--- src/rtl/core/assert_macros.svh ---
// Assertion macros shared by the lexer RTL.
`ifndef ASSERT_MACROS_SVH
`define ASSERT_MACROS_SVH

// Checked property, masked while reset is asserted.
`define SLX_ASSERT_RST(label, clk, rst_n, prop, msg) \
    label: assert property (@(posedge clk) disable iff (!rst_n) prop) else $error(msg);

// Checked property, active on every rising clock edge.
`define SLX_ASSERT_ALWAYS(label, clk, prop, msg) \
    label: assert property (@(posedge clk) prop) else $error(msg);

`endif

--- src/rtl/core/slx_pkg.sv ---
// Shared types, character codes and token kinds for the source byte lexer.
package slx_pkg;

    typedef logic [5:0]  kind_t;
    typedef logic [15:0] len_t;
    typedef logic [15:0] offset_t;

    typedef struct packed {
        logic [7:0] text_byte;
        logic       end_of_text;
    } in_word_t;

    typedef struct packed {
        kind_t   tok_kind;
        offset_t start_offset;
        len_t    token_length;
        logic    last_token;
    } out_word_t;

    // One-hot lexer modes.
    typedef enum logic [13:0] {
        MODE_IDLE    = 14'b00000000000001,
        MODE_IDENT   = 14'b00000000000010,
        MODE_INT     = 14'b00000000000100,
        MODE_REAL    = 14'b00000000001000,
        MODE_DOT     = 14'b00000000010000,
        MODE_SLASH   = 14'b00000000100000,
        MODE_COMMENT = 14'b00000001000000,
        MODE_AMP     = 14'b00000010000000,
        MODE_PIPE    = 14'b00000100000000,
        MODE_BANG    = 14'b00001000000000,
        MODE_EQ      = 14'b00010000000000,
        MODE_LESS    = 14'b00100000000000,
        MODE_GREATER = 14'b01000000000000,
        MODE_FIXED   = 14'b10000000000000
    } lex_mode_t;

    // Per-byte decision from the classifier.
    typedef struct packed {
        logic      absorb;
        logic      close;
        lex_mode_t mode;
        kind_t     kind;
    } slx_step_t;

    // Token queue geometry.
    localparam int Q_DEPTH = 4;
    localparam int Q_PTR_W = 2;
    typedef logic [Q_PTR_W-1:0] qptr_t;
    typedef logic [Q_PTR_W:0]   qcnt_t;

    localparam len_t LEN_MAX = 16'hFFFF;

    // Characters.
    localparam logic [7:0] CH_UNDERSCORE = 8'h5F;
    localparam logic [7:0] CH_DOT        = 8'h2E;
    localparam logic [7:0] CH_SLASH      = 8'h2F;
    localparam logic [7:0] CH_NEWLINE    = 8'h0A;
    localparam logic [7:0] CH_EQUALS     = 8'h3D;
    localparam logic [7:0] CH_AMP        = 8'h26;
    localparam logic [7:0] CH_PIPE       = 8'h7C;
    localparam logic [7:0] CH_BANG       = 8'h21;
    localparam logic [7:0] CH_LESS       = 8'h3C;
    localparam logic [7:0] CH_GREATER    = 8'h3E;
    localparam logic [7:0] CH_LPAREN     = 8'h28;
    localparam logic [7:0] CH_RPAREN     = 8'h29;
    localparam logic [7:0] CH_LBRACKET   = 8'h5B;
    localparam logic [7:0] CH_RBRACKET   = 8'h5D;
    localparam logic [7:0] CH_LBRACE     = 8'h7B;
    localparam logic [7:0] CH_RBRACE     = 8'h7D;
    localparam logic [7:0] CH_COMMA      = 8'h2C;
    localparam logic [7:0] CH_SPACE      = 8'h20;
    localparam logic [7:0] CH_TAB        = 8'h09;
    localparam logic [7:0] CH_SEMI       = 8'h3B;
    localparam logic [7:0] CH_MINUS      = 8'h2D;
    localparam logic [7:0] CH_STAR       = 8'h2A;
    localparam logic [7:0] CH_PERCENT    = 8'h25;
    localparam logic [7:0] CH_PLUS       = 8'h2B;
    localparam logic [7:0] CH_COLON      = 8'h3A;
    localparam logic [7:0] CH_TILDE      = 8'h7E;

    // Token kinds.
    localparam kind_t K_IDENT     = 6'd0;
    localparam kind_t K_INT       = 6'd1;
    localparam kind_t K_REAL      = 6'd2;
    localparam kind_t K_COMMENT   = 6'd3;
    localparam kind_t K_DOT       = 6'd4;
    localparam kind_t K_SLASH     = 6'd5;
    localparam kind_t K_LPAREN    = 6'd6;
    localparam kind_t K_RPAREN    = 6'd7;
    localparam kind_t K_LBRACKET  = 6'd8;
    localparam kind_t K_RBRACKET  = 6'd9;
    localparam kind_t K_LBRACE    = 6'd10;
    localparam kind_t K_RBRACE    = 6'd11;
    localparam kind_t K_COMMA     = 6'd12;
    localparam kind_t K_SPACE     = 6'd13;
    localparam kind_t K_NEWLINE   = 6'd14;
    localparam kind_t K_TAB       = 6'd15;
    localparam kind_t K_SEMI      = 6'd16;
    localparam kind_t K_DAMP      = 6'd17;
    localparam kind_t K_AMP       = 6'd18;
    localparam kind_t K_DPIPE     = 6'd19;
    localparam kind_t K_PIPE      = 6'd20;
    localparam kind_t K_MINUS     = 6'd21;
    localparam kind_t K_BANGEQ    = 6'd22;
    localparam kind_t K_BANG      = 6'd23;
    localparam kind_t K_STAR      = 6'd24;
    localparam kind_t K_PERCENT   = 6'd25;
    localparam kind_t K_PLUS      = 6'd26;
    localparam kind_t K_DEQ       = 6'd27;
    localparam kind_t K_EQ        = 6'd28;
    localparam kind_t K_LE        = 6'd29;
    localparam kind_t K_LT        = 6'd30;
    localparam kind_t K_GE        = 6'd31;
    localparam kind_t K_GT        = 6'd32;
    localparam kind_t K_COLON     = 6'd33;
    localparam kind_t K_TILDE     = 6'd34;
    localparam kind_t K_INVALID   = 6'd35;

    function automatic logic is_alpha(input logic [7:0] c);
        return (c >= 8'h61 && c <= 8'h7A) || (c >= 8'h41 && c <= 8'h5A);
    endfunction

    function automatic logic is_num(input logic [7:0] c);
        return c >= 8'h30 && c <= 8'h39;
    endfunction

    // Kind of a byte that always stands alone.
    function automatic kind_t single_kind(input logic [7:0] c);
        kind_t k;
        unique case (c)
            CH_LPAREN:   k = K_LPAREN;
            CH_RPAREN:   k = K_RPAREN;
            CH_LBRACKET: k = K_LBRACKET;
            CH_RBRACKET: k = K_RBRACKET;
            CH_LBRACE:   k = K_LBRACE;
            CH_RBRACE:   k = K_RBRACE;
            CH_COMMA:    k = K_COMMA;
            CH_SPACE:    k = K_SPACE;
            CH_NEWLINE:  k = K_NEWLINE;
            CH_TAB:      k = K_TAB;
            CH_SEMI:     k = K_SEMI;
            CH_MINUS:    k = K_MINUS;
            CH_STAR:     k = K_STAR;
            CH_PERCENT:  k = K_PERCENT;
            CH_PLUS:     k = K_PLUS;
            CH_COLON:    k = K_COLON;
            CH_TILDE:    k = K_TILDE;
            default:     k = K_INVALID;
        endcase
        return k;
    endfunction

endpackage

--- src/rtl/core/source_byte_lexer.sv ---
// Top level of the source byte lexer: longest-match tokenizer, one byte per word.
// Throughput: one input word per cycle, one token word out per cycle; s_ready drops while
//   the token queue holds more than two words (result-side stall, or final bytes that each
//   push two tokens back to back).
// Latency: a token reaches m_* the cycle after its closing or flushing byte if the queue was empty.
// Reset (aresetn low, synchronous): lexer idle, offsets zero, token queue empty.
`include "assert_macros.svh"

module source_byte_lexer #(
    parameter int POS_WIDTH = 16
) (
    input  logic               aclk,
    input  logic               aresetn,
    input  logic               s_valid,
    output logic               s_ready,
    input  slx_pkg::in_word_t  s_data,
    output logic               m_valid,
    input  logic               m_ready,
    output slx_pkg::out_word_t m_data
);

    // Lexer state: mode of the pending token, its kind, start and length,
    // plus the offset of the next byte of the text.
    slx_pkg::lex_mode_t     mode_reg,  mode_next;
    slx_pkg::kind_t         kind_reg,  kind_next;
    logic [POS_WIDTH-1:0]   start_reg, start_next;
    slx_pkg::len_t          len_reg,   len_next;
    logic [POS_WIDTH-1:0]   pos_reg,   pos_next;

    slx_pkg::slx_step_t     step;
    logic                   s_fire;
    logic                   m_fire;
    logic                   fin;

    // Token after this byte is absorbed or opened (before any flush).
    slx_pkg::kind_t         upd_kind;
    logic [POS_WIDTH-1:0]   upd_start;
    slx_pkg::len_t          upd_len;

    slx_pkg::out_word_t     closed_word;
    slx_pkg::out_word_t     flush_word;
    slx_pkg::out_word_t     push_data [2];
    logic [1:0]             push_n;
    logic                   q_room2;

    assign s_fire = s_valid && s_ready;
    assign m_fire = m_valid && m_ready;
    assign fin    = s_data.end_of_text;

    slx_classify u_classify (
        .mode_i (mode_reg),
        .kind_i (kind_reg),
        .text_i (s_data.text_byte),
        .step_o (step)
    );

    // Absorbing bumps the length (saturating); otherwise a fresh token
    // starts here with length one.
    assign upd_kind  = step.kind;
    assign upd_start = step.absorb ? start_reg : pos_reg;
    always_comb begin
        if (!step.absorb) begin
            upd_len = slx_pkg::len_t'(1);
        end else if (len_reg == slx_pkg::LEN_MAX) begin
            upd_len = len_reg;
        end else begin
            upd_len = len_reg + slx_pkg::len_t'(1);
        end
    end

    // The pending token as closed by a byte that cannot extend it.
    assign closed_word.tok_kind     = kind_reg;
    assign closed_word.start_offset = slx_pkg::offset_t'(start_reg);
    assign closed_word.token_length = len_reg;
    assign closed_word.last_token   = 1'b0;

    // The token flushed at end of text.
    assign flush_word.tok_kind      = upd_kind;
    assign flush_word.start_offset  = slx_pkg::offset_t'(upd_start);
    assign flush_word.token_length  = upd_len;
    assign flush_word.last_token    = 1'b1;

    // Closed token always goes first; a lone flush takes the first slot.
    assign push_data[0] = step.close ? closed_word : flush_word;
    assign push_data[1] = flush_word;
    always_comb begin
        if (!s_fire) begin
            push_n = 2'd0;
        end else begin
            push_n = 2'(step.close) + 2'(fin);
        end
    end

    // Next state; end of text returns everything to reset values.
    always_comb begin
        mode_next  = mode_reg;
        kind_next  = kind_reg;
        start_next = start_reg;
        len_next   = len_reg;
        pos_next   = pos_reg;
        if (s_fire) begin
            if (fin) begin
                mode_next  = slx_pkg::MODE_IDLE;
                kind_next  = slx_pkg::K_IDENT;
                start_next = '0;
                len_next   = '0;
                pos_next   = '0;
            end else begin
                mode_next  = step.mode;
                kind_next  = upd_kind;
                start_next = upd_start;
                len_next   = upd_len;
                pos_next   = pos_reg + POS_WIDTH'(1);
            end
        end
    end

    always_ff @(posedge aclk) begin
        if (!aresetn) begin
            mode_reg  <= slx_pkg::MODE_IDLE;
            kind_reg  <= slx_pkg::K_IDENT;
            start_reg <= '0;
            len_reg   <= '0;
            pos_reg   <= '0;
        end else begin
            mode_reg  <= mode_next;
            kind_reg  <= kind_next;
            start_reg <= start_next;
            len_reg   <= len_next;
            pos_reg   <= pos_next;
        end
    end

    // Result queue decouples the two sides; a byte is taken whenever two
    // free slots remain, so a byte never blocks on the current m_ready.
    slx_token_fifo u_token_fifo (
        .aclk      (aclk),
        .aresetn   (aresetn),
        .push_n    (push_n),
        .push_data (push_data),
        .pop       (m_fire),
        .not_empty (m_valid),
        .room2     (q_room2),
        .head      (m_data)
    );

    assign s_ready = q_room2;

    // ---------------------------------------------------------------- checks
    `SLX_ASSERT_RST(a_flush_resets, aclk, aresetn,
        s_fire && fin |=> mode_reg == slx_pkg::MODE_IDLE && pos_reg == '0,
        "lexer not idle after end of text")
    `SLX_ASSERT_RST(a_byte_leaves_pending, aclk, aresetn,
        s_fire && !fin |=> mode_reg != slx_pkg::MODE_IDLE && len_reg != '0,
        "no pending token after a byte")
    `SLX_ASSERT_RST(a_token_shows, aclk, aresetn,
        s_fire && (step.close || fin) |=> m_valid,
        "closed or flushed token not presented")
    `SLX_ASSERT_ALWAYS(a_idle_len, aclk,
        !aresetn || ((mode_reg == slx_pkg::MODE_IDLE) == (len_reg == '0)),
        "pending length disagrees with lexer mode")

endmodule

--- src/rtl/core/slx_classify.sv ---
// Byte classifier: decides extend or close, and the next mode and kind.
module slx_classify (
    input  slx_pkg::lex_mode_t mode_i,
    input  slx_pkg::kind_t     kind_i,
    input  logic [7:0]         text_i,
    output slx_pkg::slx_step_t step_o
);

    logic               ext;
    slx_pkg::lex_mode_t ext_mode;
    slx_pkg::kind_t     ext_kind;
    slx_pkg::lex_mode_t open_mode;
    slx_pkg::kind_t     open_kind;
    logic               alpha;
    logic               num;

    assign alpha = slx_pkg::is_alpha(text_i);
    assign num   = slx_pkg::is_num(text_i);

    // extension of the pending token
    always_comb begin
        ext      = 1'b0;
        ext_mode = mode_i;
        ext_kind = kind_i;
        unique case (mode_i)
            slx_pkg::MODE_IDENT: begin
                ext = alpha || num || (text_i == slx_pkg::CH_UNDERSCORE);
            end
            slx_pkg::MODE_INT: begin
                if (num) begin
                    ext = 1'b1;
                end else if (text_i == slx_pkg::CH_DOT) begin
                    ext      = 1'b1;
                    ext_mode = slx_pkg::MODE_REAL;
                    ext_kind = slx_pkg::K_REAL;
                end
            end
            slx_pkg::MODE_REAL: begin
                ext = num;
            end
            slx_pkg::MODE_DOT: begin
                if (num) begin
                    ext      = 1'b1;
                    ext_mode = slx_pkg::MODE_REAL;
                    ext_kind = slx_pkg::K_REAL;
                end
            end
            slx_pkg::MODE_SLASH: begin
                if (text_i == slx_pkg::CH_SLASH) begin
                    ext      = 1'b1;
                    ext_mode = slx_pkg::MODE_COMMENT;
                    ext_kind = slx_pkg::K_COMMENT;
                end
            end
            slx_pkg::MODE_COMMENT: begin
                ext = (text_i != slx_pkg::CH_NEWLINE);
            end
            slx_pkg::MODE_AMP: begin
                if (text_i == slx_pkg::CH_AMP) begin
                    ext      = 1'b1;
                    ext_mode = slx_pkg::MODE_FIXED;
                    ext_kind = slx_pkg::K_DAMP;
                end
            end
            slx_pkg::MODE_PIPE: begin
                if (text_i == slx_pkg::CH_PIPE) begin
                    ext      = 1'b1;
                    ext_mode = slx_pkg::MODE_FIXED;
                    ext_kind = slx_pkg::K_DPIPE;
                end
            end
            slx_pkg::MODE_BANG: begin
                if (text_i == slx_pkg::CH_EQUALS) begin
                    ext      = 1'b1;
                    ext_mode = slx_pkg::MODE_FIXED;
                    ext_kind = slx_pkg::K_BANGEQ;
                end
            end
            slx_pkg::MODE_EQ: begin
                if (text_i == slx_pkg::CH_EQUALS) begin
                    ext      = 1'b1;
                    ext_mode = slx_pkg::MODE_FIXED;
                    ext_kind = slx_pkg::K_DEQ;
                end
            end
            slx_pkg::MODE_LESS: begin
                if (text_i == slx_pkg::CH_EQUALS) begin
                    ext      = 1'b1;
                    ext_mode = slx_pkg::MODE_FIXED;
                    ext_kind = slx_pkg::K_LE;
                end
            end
            slx_pkg::MODE_GREATER: begin
                if (text_i == slx_pkg::CH_EQUALS) begin
                    ext      = 1'b1;
                    ext_mode = slx_pkg::MODE_FIXED;
                    ext_kind = slx_pkg::K_GE;
                end
            end
            slx_pkg::MODE_IDLE, slx_pkg::MODE_FIXED: begin
                ext = 1'b0;
            end
            default: begin
                ext = 1'b0;
            end
        endcase
    end

    // mode and kind of a token opened by this byte
    always_comb begin
        priority if (alpha || text_i == slx_pkg::CH_UNDERSCORE) begin
            open_mode = slx_pkg::MODE_IDENT;
            open_kind = slx_pkg::K_IDENT;
        end else if (num) begin
            open_mode = slx_pkg::MODE_INT;
            open_kind = slx_pkg::K_INT;
        end else if (text_i == slx_pkg::CH_DOT) begin
            open_mode = slx_pkg::MODE_DOT;
            open_kind = slx_pkg::K_DOT;
        end else if (text_i == slx_pkg::CH_SLASH) begin
            open_mode = slx_pkg::MODE_SLASH;
            open_kind = slx_pkg::K_SLASH;
        end else if (text_i == slx_pkg::CH_AMP) begin
            open_mode = slx_pkg::MODE_AMP;
            open_kind = slx_pkg::K_AMP;
        end else if (text_i == slx_pkg::CH_PIPE) begin
            open_mode = slx_pkg::MODE_PIPE;
            open_kind = slx_pkg::K_PIPE;
        end else if (text_i == slx_pkg::CH_BANG) begin
            open_mode = slx_pkg::MODE_BANG;
            open_kind = slx_pkg::K_BANG;
        end else if (text_i == slx_pkg::CH_EQUALS) begin
            open_mode = slx_pkg::MODE_EQ;
            open_kind = slx_pkg::K_EQ;
        end else if (text_i == slx_pkg::CH_LESS) begin
            open_mode = slx_pkg::MODE_LESS;
            open_kind = slx_pkg::K_LT;
        end else if (text_i == slx_pkg::CH_GREATER) begin
            open_mode = slx_pkg::MODE_GREATER;
            open_kind = slx_pkg::K_GT;
        end else begin
            open_mode = slx_pkg::MODE_FIXED;
            open_kind = slx_pkg::single_kind(text_i);
        end
    end

    assign step_o.absorb = ext;
    assign step_o.close  = (mode_i != slx_pkg::MODE_IDLE) && !ext;
    assign step_o.mode   = ext ? ext_mode : open_mode;
    assign step_o.kind   = ext ? ext_kind : open_kind;

endmodule

--- src/rtl/core/slx_token_fifo.sv ---
// Small token queue: takes up to two words per cycle, hands out one.
module slx_token_fifo (
    input  logic                aclk,
    input  logic                aresetn,
    input  logic [1:0]          push_n,
    input  slx_pkg::out_word_t  push_data [2],
    input  logic                pop,
    output logic                not_empty,
    output logic                room2,
    output slx_pkg::out_word_t  head
);

    slx_pkg::out_word_t q_reg [slx_pkg::Q_DEPTH];
    slx_pkg::qptr_t     wr_ptr_reg, wr_ptr_next;
    slx_pkg::qptr_t     rd_ptr_reg, rd_ptr_next;
    slx_pkg::qcnt_t     count_reg, count_next;

    assign wr_ptr_next = wr_ptr_reg + slx_pkg::qptr_t'(push_n);
    assign rd_ptr_next = rd_ptr_reg + slx_pkg::qptr_t'(pop);
    assign count_next  = count_reg + slx_pkg::qcnt_t'(push_n) - slx_pkg::qcnt_t'(pop);

    always_ff @(posedge aclk) begin
        if (!aresetn) begin
            wr_ptr_reg <= '0;
            rd_ptr_reg <= '0;
            count_reg  <= '0;
        end else begin
            wr_ptr_reg <= wr_ptr_next;
            rd_ptr_reg <= rd_ptr_next;
            count_reg  <= count_next;
        end
    end

    always_ff @(posedge aclk) begin
        if (push_n != 2'd0) begin
            q_reg[wr_ptr_reg] <= push_data[0];
        end
        if (push_n == 2'd2) begin
            q_reg[wr_ptr_reg + slx_pkg::qptr_t'(1)] <= push_data[1];
        end
    end

    assign not_empty = (count_reg != '0);
    assign room2     = (count_reg <= slx_pkg::qcnt_t'(slx_pkg::Q_DEPTH - 2));
    assign head      = q_reg[rd_ptr_reg];

endmodule
--- config.mk ---
export PLATFORM = sky130hd
export DESIGN_NAME = source_byte_lexer
export DESIGN_NICKNAME = d
export VERILOG_FILES = /design/src/rtl/core/slx_pkg.sv /design/src/rtl/core/source_byte_lexer.sv /design/src/rtl/core/slx_classify.sv /design/src/rtl/core/slx_token_fifo.sv
export VERILOG_INCLUDE_DIRS = /design/src /design/src/rtl/core
export SDC_FILE = /design/constraint.sdc
export NUM_CORES = 1
export LEC_CHECK = 0
export ABC_CLOCK_PERIOD_IN_PS = 5300
export BUFFER_PORTS_ARGS = -buffer_cell sky130_fd_sc_hd__buf_2
export CAP_MARGIN = 5
export CORE_MARGIN = 2
export CORE_UTILIZATION = 30
export DETAILED_ROUTE_END_ITERATION = 8
export SLEW_MARGIN = 20
export SYNTH_ARGS = -nofsm -noshare
export SYNTH_HDL_FRONTEND = slang
export SYNTH_SLANG_ARGS = --single-unit
--- constraint.sdc ---
create_clock -name aclk -period 5.3 [get_ports aclk]
set_input_delay 0.265 -clock aclk [delete_from_list [all_inputs] [get_ports aclk]]
set_output_delay 0.265 -clock aclk [all_outputs]
set_load 0.02 [all_outputs]
-- Word-level counts from Yosys, hierarchy flattened
Memory sizes are Yosys's and may differ from the RTL's. A register that Yosys moved wholly into a read port is not among the register bits.
Cells that the tools add are included.
- register bits after elaboration: 75
- memory bits (writable): 156
- input bits: 13
- output and inout port bits: 41
- logic and storage cells: 154
- memories kept: 1
- add/sub/neg operators: 8
- $lt $le $gt $ge: 7
- eq/ne operators: 50
- muxes and demuxes: 65
- reductions and logical operators: 15
- memories (memory ; depth ; bits a word ; rd ports ; clocked after Yosys merged registers in ; write ports ; line ; text):
    u_token_fifo.q_reg ; 4 ; 39 ; 1 ; 1 ; 2 ; slx_token_fifo.sv:13 ; slx_pkg::out_word_t q_reg [slx_pkg::Q_DEPTH];
- operators by type and width (kind ; number):
    2-to-1 mux 14 bit ; 19
    == test 8 x 6 -> 1 bit, second input constant ; 17
    2-to-1 mux 6 bit ; 22
    case mux 6 bit (17 select lines) ; 1
    2-to-1 mux 16 bit ; 6
    case mux 14 bit (6 select lines) ; 1
    == test 8 x 7 -> 1 bit, second input constant ; 7
    case mux 6 bit (9 select lines) ; 1
    2-to-1 mux 39 bit ; 1
    adder 16 x 1 -> 16 bit, second input constant ; 2
    != test 4 bit, second input constant ; 7
    == test 16 bit, second input constant ; 1
    == test 8 x 4 -> 1 bit, second input constant ; 2
    >= comparator 8 x 7 -> 1 bit, second input constant ; 2
    <= comparator 8 x 7 -> 1 bit, second input constant ; 2
    == test 14 x 10 -> 1 bit, second input constant ; 1
    == test 14 x 11 -> 1 bit, second input constant ; 1
    == test 14 x 12 -> 1 bit, second input constant ; 1
    == test 14 x 13 -> 1 bit, second input constant ; 1
    == test 14 x 2 -> 1 bit, second input constant ; 1
    == test 14 x 3 -> 1 bit, second input constant ; 1
    == test 14 x 4 -> 1 bit, second input constant ; 1
    == test 14 x 5 -> 1 bit, second input constant ; 1
    == test 14 x 6 -> 1 bit, second input constant ; 1
    other kinds (26) ; 45

-- Longest topological paths before layout
Gate-level depths: netlist (run 1).
- word-level depth: 14
- mapped depth: 17
- depth with buffers taken out: 14

-- By module
Synthesis (run 1) repeated with hierarchy kept, for this count alone.
- cell total of the unflattened synthesis: 1156
- area, all modules: 13636.8 um^2
- modules (own cells, without submodules) (module ; times used ; cells an instance ; area an instance (um^2) ; seq. area each (um^2)):
    slx_token_fifo ; 1 ; 418 ; 7978.9 ; 4824.6
    source_byte_lexer ; 1 ; 499 ; 4111.4 ; 1361.3
    slx_classify ; 1 ; 239 ; 1546.5 ; 0.0

-- Least setup slack after synthesis (run 1)
Ideal clock, no wire load.
- path kind: reg-to-reg
- start: register mode_reg[11]
- end: memory u_token_fifo.q_reg[0][10] (netlist name) (enable)
- library setup time: 0.394 ns
- arrival time: 4.074 ns
- data required time: 4.906 ns
- path slack: 0.832 ns
- stages on the path, launching flop included: 15
- buffers on the path: 3
- period minus slack after synthesis: 4.468 ns
- cells stage by stage: dfxtp_1 -> clkbuf_1 -> nor4_4 -> nand4_1 -> or4_1 -> buf_2 -> and2_1 -> nand2_2 -> inv_2 -> ha_1 -> o21ai_0 -> or3_1 -> and2_1 -> clkbuf_1 -> inv_1
- RTL lines (item ; line ; text):
    start: declaration ; source_byte_lexer.sv:24 ; slx_pkg::lex_mode_t mode_reg, mode_next;
    start signal: assignment ; source_byte_lexer.sv:120 ; mode_reg <= slx_pkg::MODE_IDLE;
    start signal: assignment ; source_byte_lexer.sv:126 ; mode_reg <= mode_next;
    end: declaration ; slx_token_fifo.sv:13 ;

==> impl_metrics.env, run 1 <==
export IMPL_cp_start_kind="flop"
export IMPL_synth_avg_cell_area_um2=10.5
export IMPL_hold_class="input pin to flop"
export IMPL_cts_resized=0
export IMPL_synth_async_reset_ratio_pct=0
export IMPL_clk_path_buf_depth=3
export IMPL_min_period_over_period_pct=92.3
export IMPL_synthFlopType="edfxtp_1"
export IMPL_drt_iter0_markers=969
export IMPL_vias_per_cell=5.75
export IMPL_n_antenna_cell=0
export IMPL_port_buffers=53
export IMPL_clk_pin_slew_worst_paths_ns=0.06
export IMPL_critical_path_max_fanout=17
export IMPL_vias=10200
export IMPL_place_hpwl_um=24700
export IMPL_num_rows=75
export IMPL_ys_ff_latch=231
export IMPL_worst_endpoint_arrival_ns=5.33
export IMPL_max_cap_violations=0
export IMPL_maxSlewViolCount=0
export IMPL_worstPathCellList="nor4_4 > buf_4 > nand4_1 > or4_1 > and2_1 > nand2_2 > inv_2 > ha_1 > o21ai_0 > nor2_1 > nor2_1 > buf_4 > o22ai_2 > a22o_1"
export IMPL_grt_max_degree=49
export IMPL_slew_headroom_pct=36.5
export IMPL_postRouteAntennaNets=0
export IMPL_htreeDepth=1
export IMPL_finalClockSkew_ns=0.0308
export IMPL_slowest_stage="or4_1"
export IMPL_wire_per_inst_um=20.9
export IMPL_grt_pass1_vias=9759
export IMPL_synth_area_um2=12700
export IMPL_die_y_um=210
export IMPL_p_per_area_nw_per_um2=386
export IMPL_synth_edff_count=152
export IMPL_clock_sinks=231
export IMPL_cp_end_kind="flop"
export IMPL_gp_congestion=0.917
export IMPL_antenna_found_initial=2
export IMPL_ys_warnings_count=0
export IMPL_max_freq_mhz=204
export IMPL_num_io_pins=54
export IMPL_power_leakage_nw=4.56
export IMPL_grtUsageTotal_pct=16.6
export IMPL_final_hold_viol_count=0
export IMPL_setup_tns_ns=0
export IMPL_path_class="flop to flop"
export IMPL_min_period_ns=4.89
export IMPL_cts_root_buf="clkbuf_16"
export IMPL_initial_core_util_pct=30.3
export IMPL_core_um2=41900
export IMPL_cts_buffers_inserted=27
export IMPL_dieArea_um2=43900
export IMPL_cp_top_family="simple AND/OR/NAND/NOR gates"
export IMPL_die_x_um=210
export IMPL_status="complete, no violations"
export IMPL_grt_pass1_wl_um=57600
export IMPL_rsz0062_at_grt="no"
export IMPL_drc=0
export IMPL_syn_inst=1206
export IMPL_drive_above_1_share_pct=16.9
export IMPL_cp_required_ns=5.74
export IMPL_nets=1228
export IMPL_cts_tree="done"
export IMPL_syn_nets=1228
export IMPL_peakVddDrop_uv=262
export IMPL_gr_total_overflow=0
export IMPL_slowest_delay_ns=0.75
export IMPL_tightestPinTransition_ns=0.953
export IMPL_path_buf_inv=3
export IMPL_first_pass_iters=5
export IMPL_largest_reg_flops=156
export IMPL_post_cts_buffers=0
export IMPL_clock_latency_ns=0.57
export IMPL_power_w=0.00551
export IMPL_finalSetupViolCount=0
export IMPL_synth_cell_type_count=88
export IMPL_wl_um=36800
export IMPL_holdBufCountCts=0
export IMPL_synth_seq_area_share_pct=48.5
export IMPL_area_growth_pct=12.7
==> kinds of logic (layout without fill, tap and decap cells) <==
kind of cell    count (synthesis)  in the layout  share of synthesized area (%)
mux                            44             44                           7.33
flops                         231            231                           48.5
buf+inv                       135            156                           4.64
simple gates                  429            429                           18.2
xor+xnor                       26             26                           1.80
compound gates                331            331                           18.6
fa+ha+maj                      10             10                           1.03
==> final timing paths <==
kind,from,to,slack [ns],cells past startpoint
hold reg to reg,u_token_fifo.q_reg[3][0]$_SDFFE_PP1P_,u_token_fifo.q_reg[3][0]$_SDFFE_PP1P_,0.47,2
setup / recovery,mode_reg[9]$_SDFFE_PN0P_,u_token_fifo.q_reg[1][23]$_DFFE_PP_,0.41,14
setup reg to reg,mode_reg[9]$_SDFFE_PN0P_,u_token_fifo.q_reg[1][23]$_DFFE_PP_,0.41,14
hold / removal,m_ready,u_token_fifo.rd_ptr_reg[0]$_SDFF_PN0_,0.19,4
==> routing by layer <==
| layer | vias up | GRT usage (%) | wire [um] |
|---|---|---|---|
| met5 | - | 0 | 28 |
| met2 | 413 | 25.6 | 16300 |
| met3 | 56 | 2.84 | 2630 |
| met1 | 5032 | 23.9 | 17100 |
| met4 | 4 | 4.87 | 759 |
| li1 | 4655 | - | - |
==> worst register-to-register path, delay by kind of cell (launching register included) <==
family | cells | cell delay, ns
and+or+nand+nor | 7 | 2.14
adders and majority gates | 1 | 0.42
AOI/OAI and AO/OA | 3 | 1.17
buffers and inverters | 3 | 0.58
DFF | 1 | 0.44
==> cells in the mapped netlist (10+ instances only) <==
library cell  number  area share [%]
o21ai_0           57             2.3
nor4b_1           10            0.69
edfxtp_1         152              36
or3_1             22             1.1
nand4_1           24             1.2
nand3_1           38             1.5
xnor2_1           13            0.90
nor3_1            22            0.87
xor2_1            13            0.90
a32o_1            49             3.9
inv_1             18            0.53
and3_1            13            0.64
a22oi_1           19             1.1
nand2b_1          12            0.59
clkbuf_1          64             1.9
nand2_1           93             2.8
nor4_1            15            0.74
nor2_1           102             3.0
mux4_2            39             6.9
buf_2             37             1.5
dfxtp_1           79              12
a22o_1            28             1.9
and2_1            12            0.59
a21oi_1           93             3.7
==> cell usage in the layout (no fill, tap or decap), types with 15 or more instances in the layout <==
master	n
edfxtp_1	152
nor2_1	102
nand2_1	93
a21oi_1	93
dfxtp_1	77
o21ai_0	57
buf_2	53
a32o_1	49
mux4_2	39
nand3_1	38
buf_4	31
a22o_1	28
clkbuf_16	27
nand4_1	24
nor3_1	22
or3_1	22
a22oi_1	19
nor4_1	15
==> through the flow <==
stage / hold WS (ns) / std cells / setup WS, ns / area (um^2) / util, %
after floorplan: 0.435 / 1206 / 0.832 / 12700 / -
after global placement: 0.446 / 1716 / 0.505 / 13400 / 32.0
after detailed placement: 0.462 / 1716 / 0.465 / 13400 / 32.0
after CTS: 0.180 / 1766 / 0.478 / 14300 / 34.1
after global routing: 0.224 / 1766 / 0.0791 / 14300 / 34.1
final: 0.192 / 1766 / 0.407 / 14300 / 34.1
==> power by group <==
group / total [W] / internal [W] / switching, W
Sequential: 0.00222 / 0.00208 / 0.000139
Clock: 0.00186 / 0.00110 / 0.000767
Combinational: 0.00143 / 0.000523 / 0.000906
Total: 0.00551 / 0.00370 / 0.00181
==> area by class of cell <==
cell class | instances | area, um^2
fillers | 4193 | 27600
flip-flops and latches | 231 | 6150
multi-input cells | 840 | 5950
clock buffers | 29 | 693
well taps | 539 | 674
repair buffers | 86 | 538
clock inverters | 21 | 198
inverters | 20 | 75.1
(Power assumes the default switching activity.)
==> run 2: changes to the inputs <==
ABC_CLOCK_PERIOD_IN_PS = default   (was 5300)
CORE_MARGIN = 5   (was 2)
CTS_CLUSTER_DIAMETER = 30   (was default)
==> run 2 against run 1 <==
Clock power is 88% higher. Clock skew shrank 0.018 ns. Combinational power barely moved. Flip-flop and latch count stayed put. Sequential share of layout area is 2.9 points lower. Critical path depth did not move. Count of clock-buffer cells in the layout is 29 higher. Critical path type unchanged. Highest routed layer unchanged.
==> impl_metrics.env, run 2 (synthesis results as in run 1) <==
export IMPL_grt_pass1_vias=10000
export IMPL_antenna_found_initial=1
export IMPL_drc=0
export IMPL_hp_start="aresetn"
export IMPL_min_period_over_period_pct=90.6
export IMPL_clk_pin_slew_worst_paths_ns=0.04
export IMPL_max_cap_violations=0
export IMPL_hold_class="input pin to flop"
export IMPL_r2r_end="u_token_fifo.q_reg[3][1]$_DFFE_PP_"
export IMPL_clk_path_buf_depth=3
export IMPL_slowest_stage="nor4_1"
export IMPL_post_cts_buffers=0
export IMPL_vias_per_cell=5.72
export IMPL_drt_iter0_markers=1118
export IMPL_maxSlewViolCount=0
export IMPL_holdBufCountCts=0
export IMPL_clock_sinks=231
export IMPL_rsz0062_at_grt="no"
export IMPL_status="complete, no violations"
export IMPL_rr_worst_depth=14
export IMPL_wire_per_inst_um=21.3
export IMPL_place_ws_ns=0.548
export IMPL_die_y_um=216
export IMPL_critical_path_max_fanout=30
export IMPL_tightestPinTransition_ns=1.01
export IMPL_hold_path_depth=3
export IMPL_max_freq_mhz=208
export IMPL_dieArea_um2=46500
export IMPL_grt_pass1_wl_um=60300
export IMPL_slowest_delay_ns=0.61
export IMPL_cp_required_ns=5.61
export IMPL_peakVddDrop_uv=284
export IMPL_wl_um=38600
export IMPL_worstPathCellList="nor4_1 > nand3_1 > nor3_2 > nor4_2 > nand2_2 > inv_2 > ha_1 > o21ai_0 > or2_2 > and2_1 > buf_4 > clkinv_1 > buf_4 > o211a_1"
export IMPL_grtUsageTotal_pct=16.2
export IMPL_min_period_ns=4.80
export IMPL_slew_headroom_pct=32.6
export IMPL_multi_input_area_um2=5950
export IMPL_power_leakage_nw=5.04
export IMPL_gp_congestion=0.893
export IMPL_path_buf_inv=4
export IMPL_num_io_pins=54
export IMPL_first_pass_iters=5
export IMPL_final_hold_viol_count=0
export IMPL_ff2ff_setup_slack_ns=0.50
export IMPL_nets=1252
export IMPL_cts_tree="done"
export IMPL_finalClockSkew_ns=0.0129
export IMPL_cts_resized=0
export IMPL_path_class="flop to flop"
export IMPL_setup_tns_ns=0
export IMPL_largest_reg_flops=156
export IMPL_htreeDepth=2
export IMPL_cp_start_kind="flop"
export IMPL_gr_total_overflow=0
export IMPL_postLayoutSetupSlackWorst_ns=0.497
export IMPL_postRouteAntennaNets=0
export IMPL_fillerInstances=4075
export IMPL_mostFrequentLayoutCells="edfxtp_1, nor2_1, nand2_1, a21oi_1, dfxtp_1"
export IMPL_layout_commonest_cell="edfxtp_1"
export IMPL_initial_core_util_pct=30.3
export IMPL_die_x_um=216
export IMPL_ff_latch_area_um2=6150
export IMPL_place_hpwl_um=25000
export IMPL_port_buffers=53
export IMPL_hold_end="mode_reg[8]$_SDFFE_PN0P_"
export IMPL_num_rows=75
export IMPL_finalSetupViolCount=0
export IMPL_crit_path_frequent_cell="buf_4"
export IMPL_reg2reg_from="mode_reg[4]$_SDFFE_PN0P_"
export IMPL_cts_root_buf="clkbuf_16"
export IMPL_grt_max_degree=52
export IMPL_area_growth_pct=20.7
export IMPL_worst_endpoint_arrival_ns=5.11
export IMPL_cp_end_kind="flop"
export IMPL_core_um2=41900
export IMPL_p_per_area_nw_per_um2=467
export IMPL_vias=10400
export IMPL_clock_latency_ns=0.56
export IMPL_cts_buffers_inserted=52
export IMPL_drive_above_1_share_pct=20.1
export IMPL_cp_top_family="simple AND/OR/NAND/NOR gates"
==> run 2: changes by cell type in the layout (fill, tap and decap cells not counted), moves of 2 or more <==
cell / previous run / this run
clkinv_4: 0 / 7
bufinv_16: 3 / 12
clkbuf_16: 27 / 52
clkbuf_1: 1 / 5
clkinv_1: 13 / 7
clkinvlp_4: 1 / 7
clkinv_2: 6 / 8
==> run 2: worst max path at each step <==
stage               slack [ns]                                   to                      start  cells past startpoint
detailed placement        0.55  u_token_fifo.q_reg[2][26]$_DFFE_PP_                  s_data[6]                     13
floorplan                 0.83  u_token_fifo.q_reg[0][10]$_DFFE_PP_  mode_reg[11]$_SDFFE_PN0P_                     14
global placement          0.60   u_token_fifo.q_reg[2][9]$_DFFE_PP_                  s_data[3]                     13
global route              0.15   u_token_fifo.q_reg[3][1]$_DFFE_PP_   mode_reg[4]$_SDFFE_PN0P_                     14
CTS                       0.58  u_token_fifo.q_reg[2][27]$_DFFE_PP_   mode_reg[9]$_SDFFE_PN0P_                     12
finish                    0.50   u_token_fifo.q_reg[3][1]$_DFFE_PP_   mode_reg[4]$_SDFFE_PN0P_                     14
==> run 2: layout make-up <==
| cell class | instances | share of cell area (%) |
|---|---|---|
| clock inverter | 40 | 3.92 |
| tap | 539 | 4.41 |
| multi-input combinational | 840 | 38.9 |
| antenna | 1 | 0.0163 |
| clock buffer | 58 | 8.71 |
| timing repair buffer | 85 | 3.38 |
| inverter | 20 | 0.490 |
| sequential | 231 | 40.2 |
==> run 2: metrics by stage <==
| stage | utilization [%] | std cells | power (W) | hold slack [ns] | instance area, um^2 |
|---|---|---|---|---|---|
| detailed placement | 31.9 | 1715 | 0.00370 | 0.458 | 13400 |
| CTS | 36.6 | 1813 | 0.00722 | 0.207 | 15300 |
| finish | 36.6 | 1814 | 0.00715 | 0.227 | 15300 |
| global route | 36.6 | 1813 | 0.00743 | 0.240 | 15300 |
| global placement | 31.9 | 1715 | 0.00369 | 0.445 | 13400 |
| floorplan | - | 1206 | 0.00318 | 0.435 | 12700 |
==> run 2: power by group <==
group          switching [W]  internal [W]  leakage (nW)
clock                0.00109       0.00242         0.923
combinational       0.000934      0.000514          2.01
sequential          0.000112       0.00209          2.10
total                0.00213       0.00502          5.04
==> run 2: worst reg2reg max path: stages, from the launching register on <==
cell      delay [ns]
dfxtp_1         0.42
nor4_1          0.61
nand3_1         0.41
nor3_2          0.49
nor4_2          0.12
nand2_2         0.19
inv_2           0.13
ha_1            0.38
o21ai_0         0.42
or2_2           0.25
and2_1          0.19
buf_4           0.30
clkinv_1        0.14
buf_4           0.29
o211a_1         0.21
==> run 2: layer usage <==
| metal | part of all wire [%] | global-route usage [%] | wire length, um |
|---|---|---|---|
| met3 | 7.7 | 3.20 | 2960 |
| met5 | 0.028 | 0 | 11 |
| met1 | 44 | 22.6 | 17000 |
| met2 | 46 | 25.8 | 17800 |
| met4 | 2.1 | 4.18 | 806 |
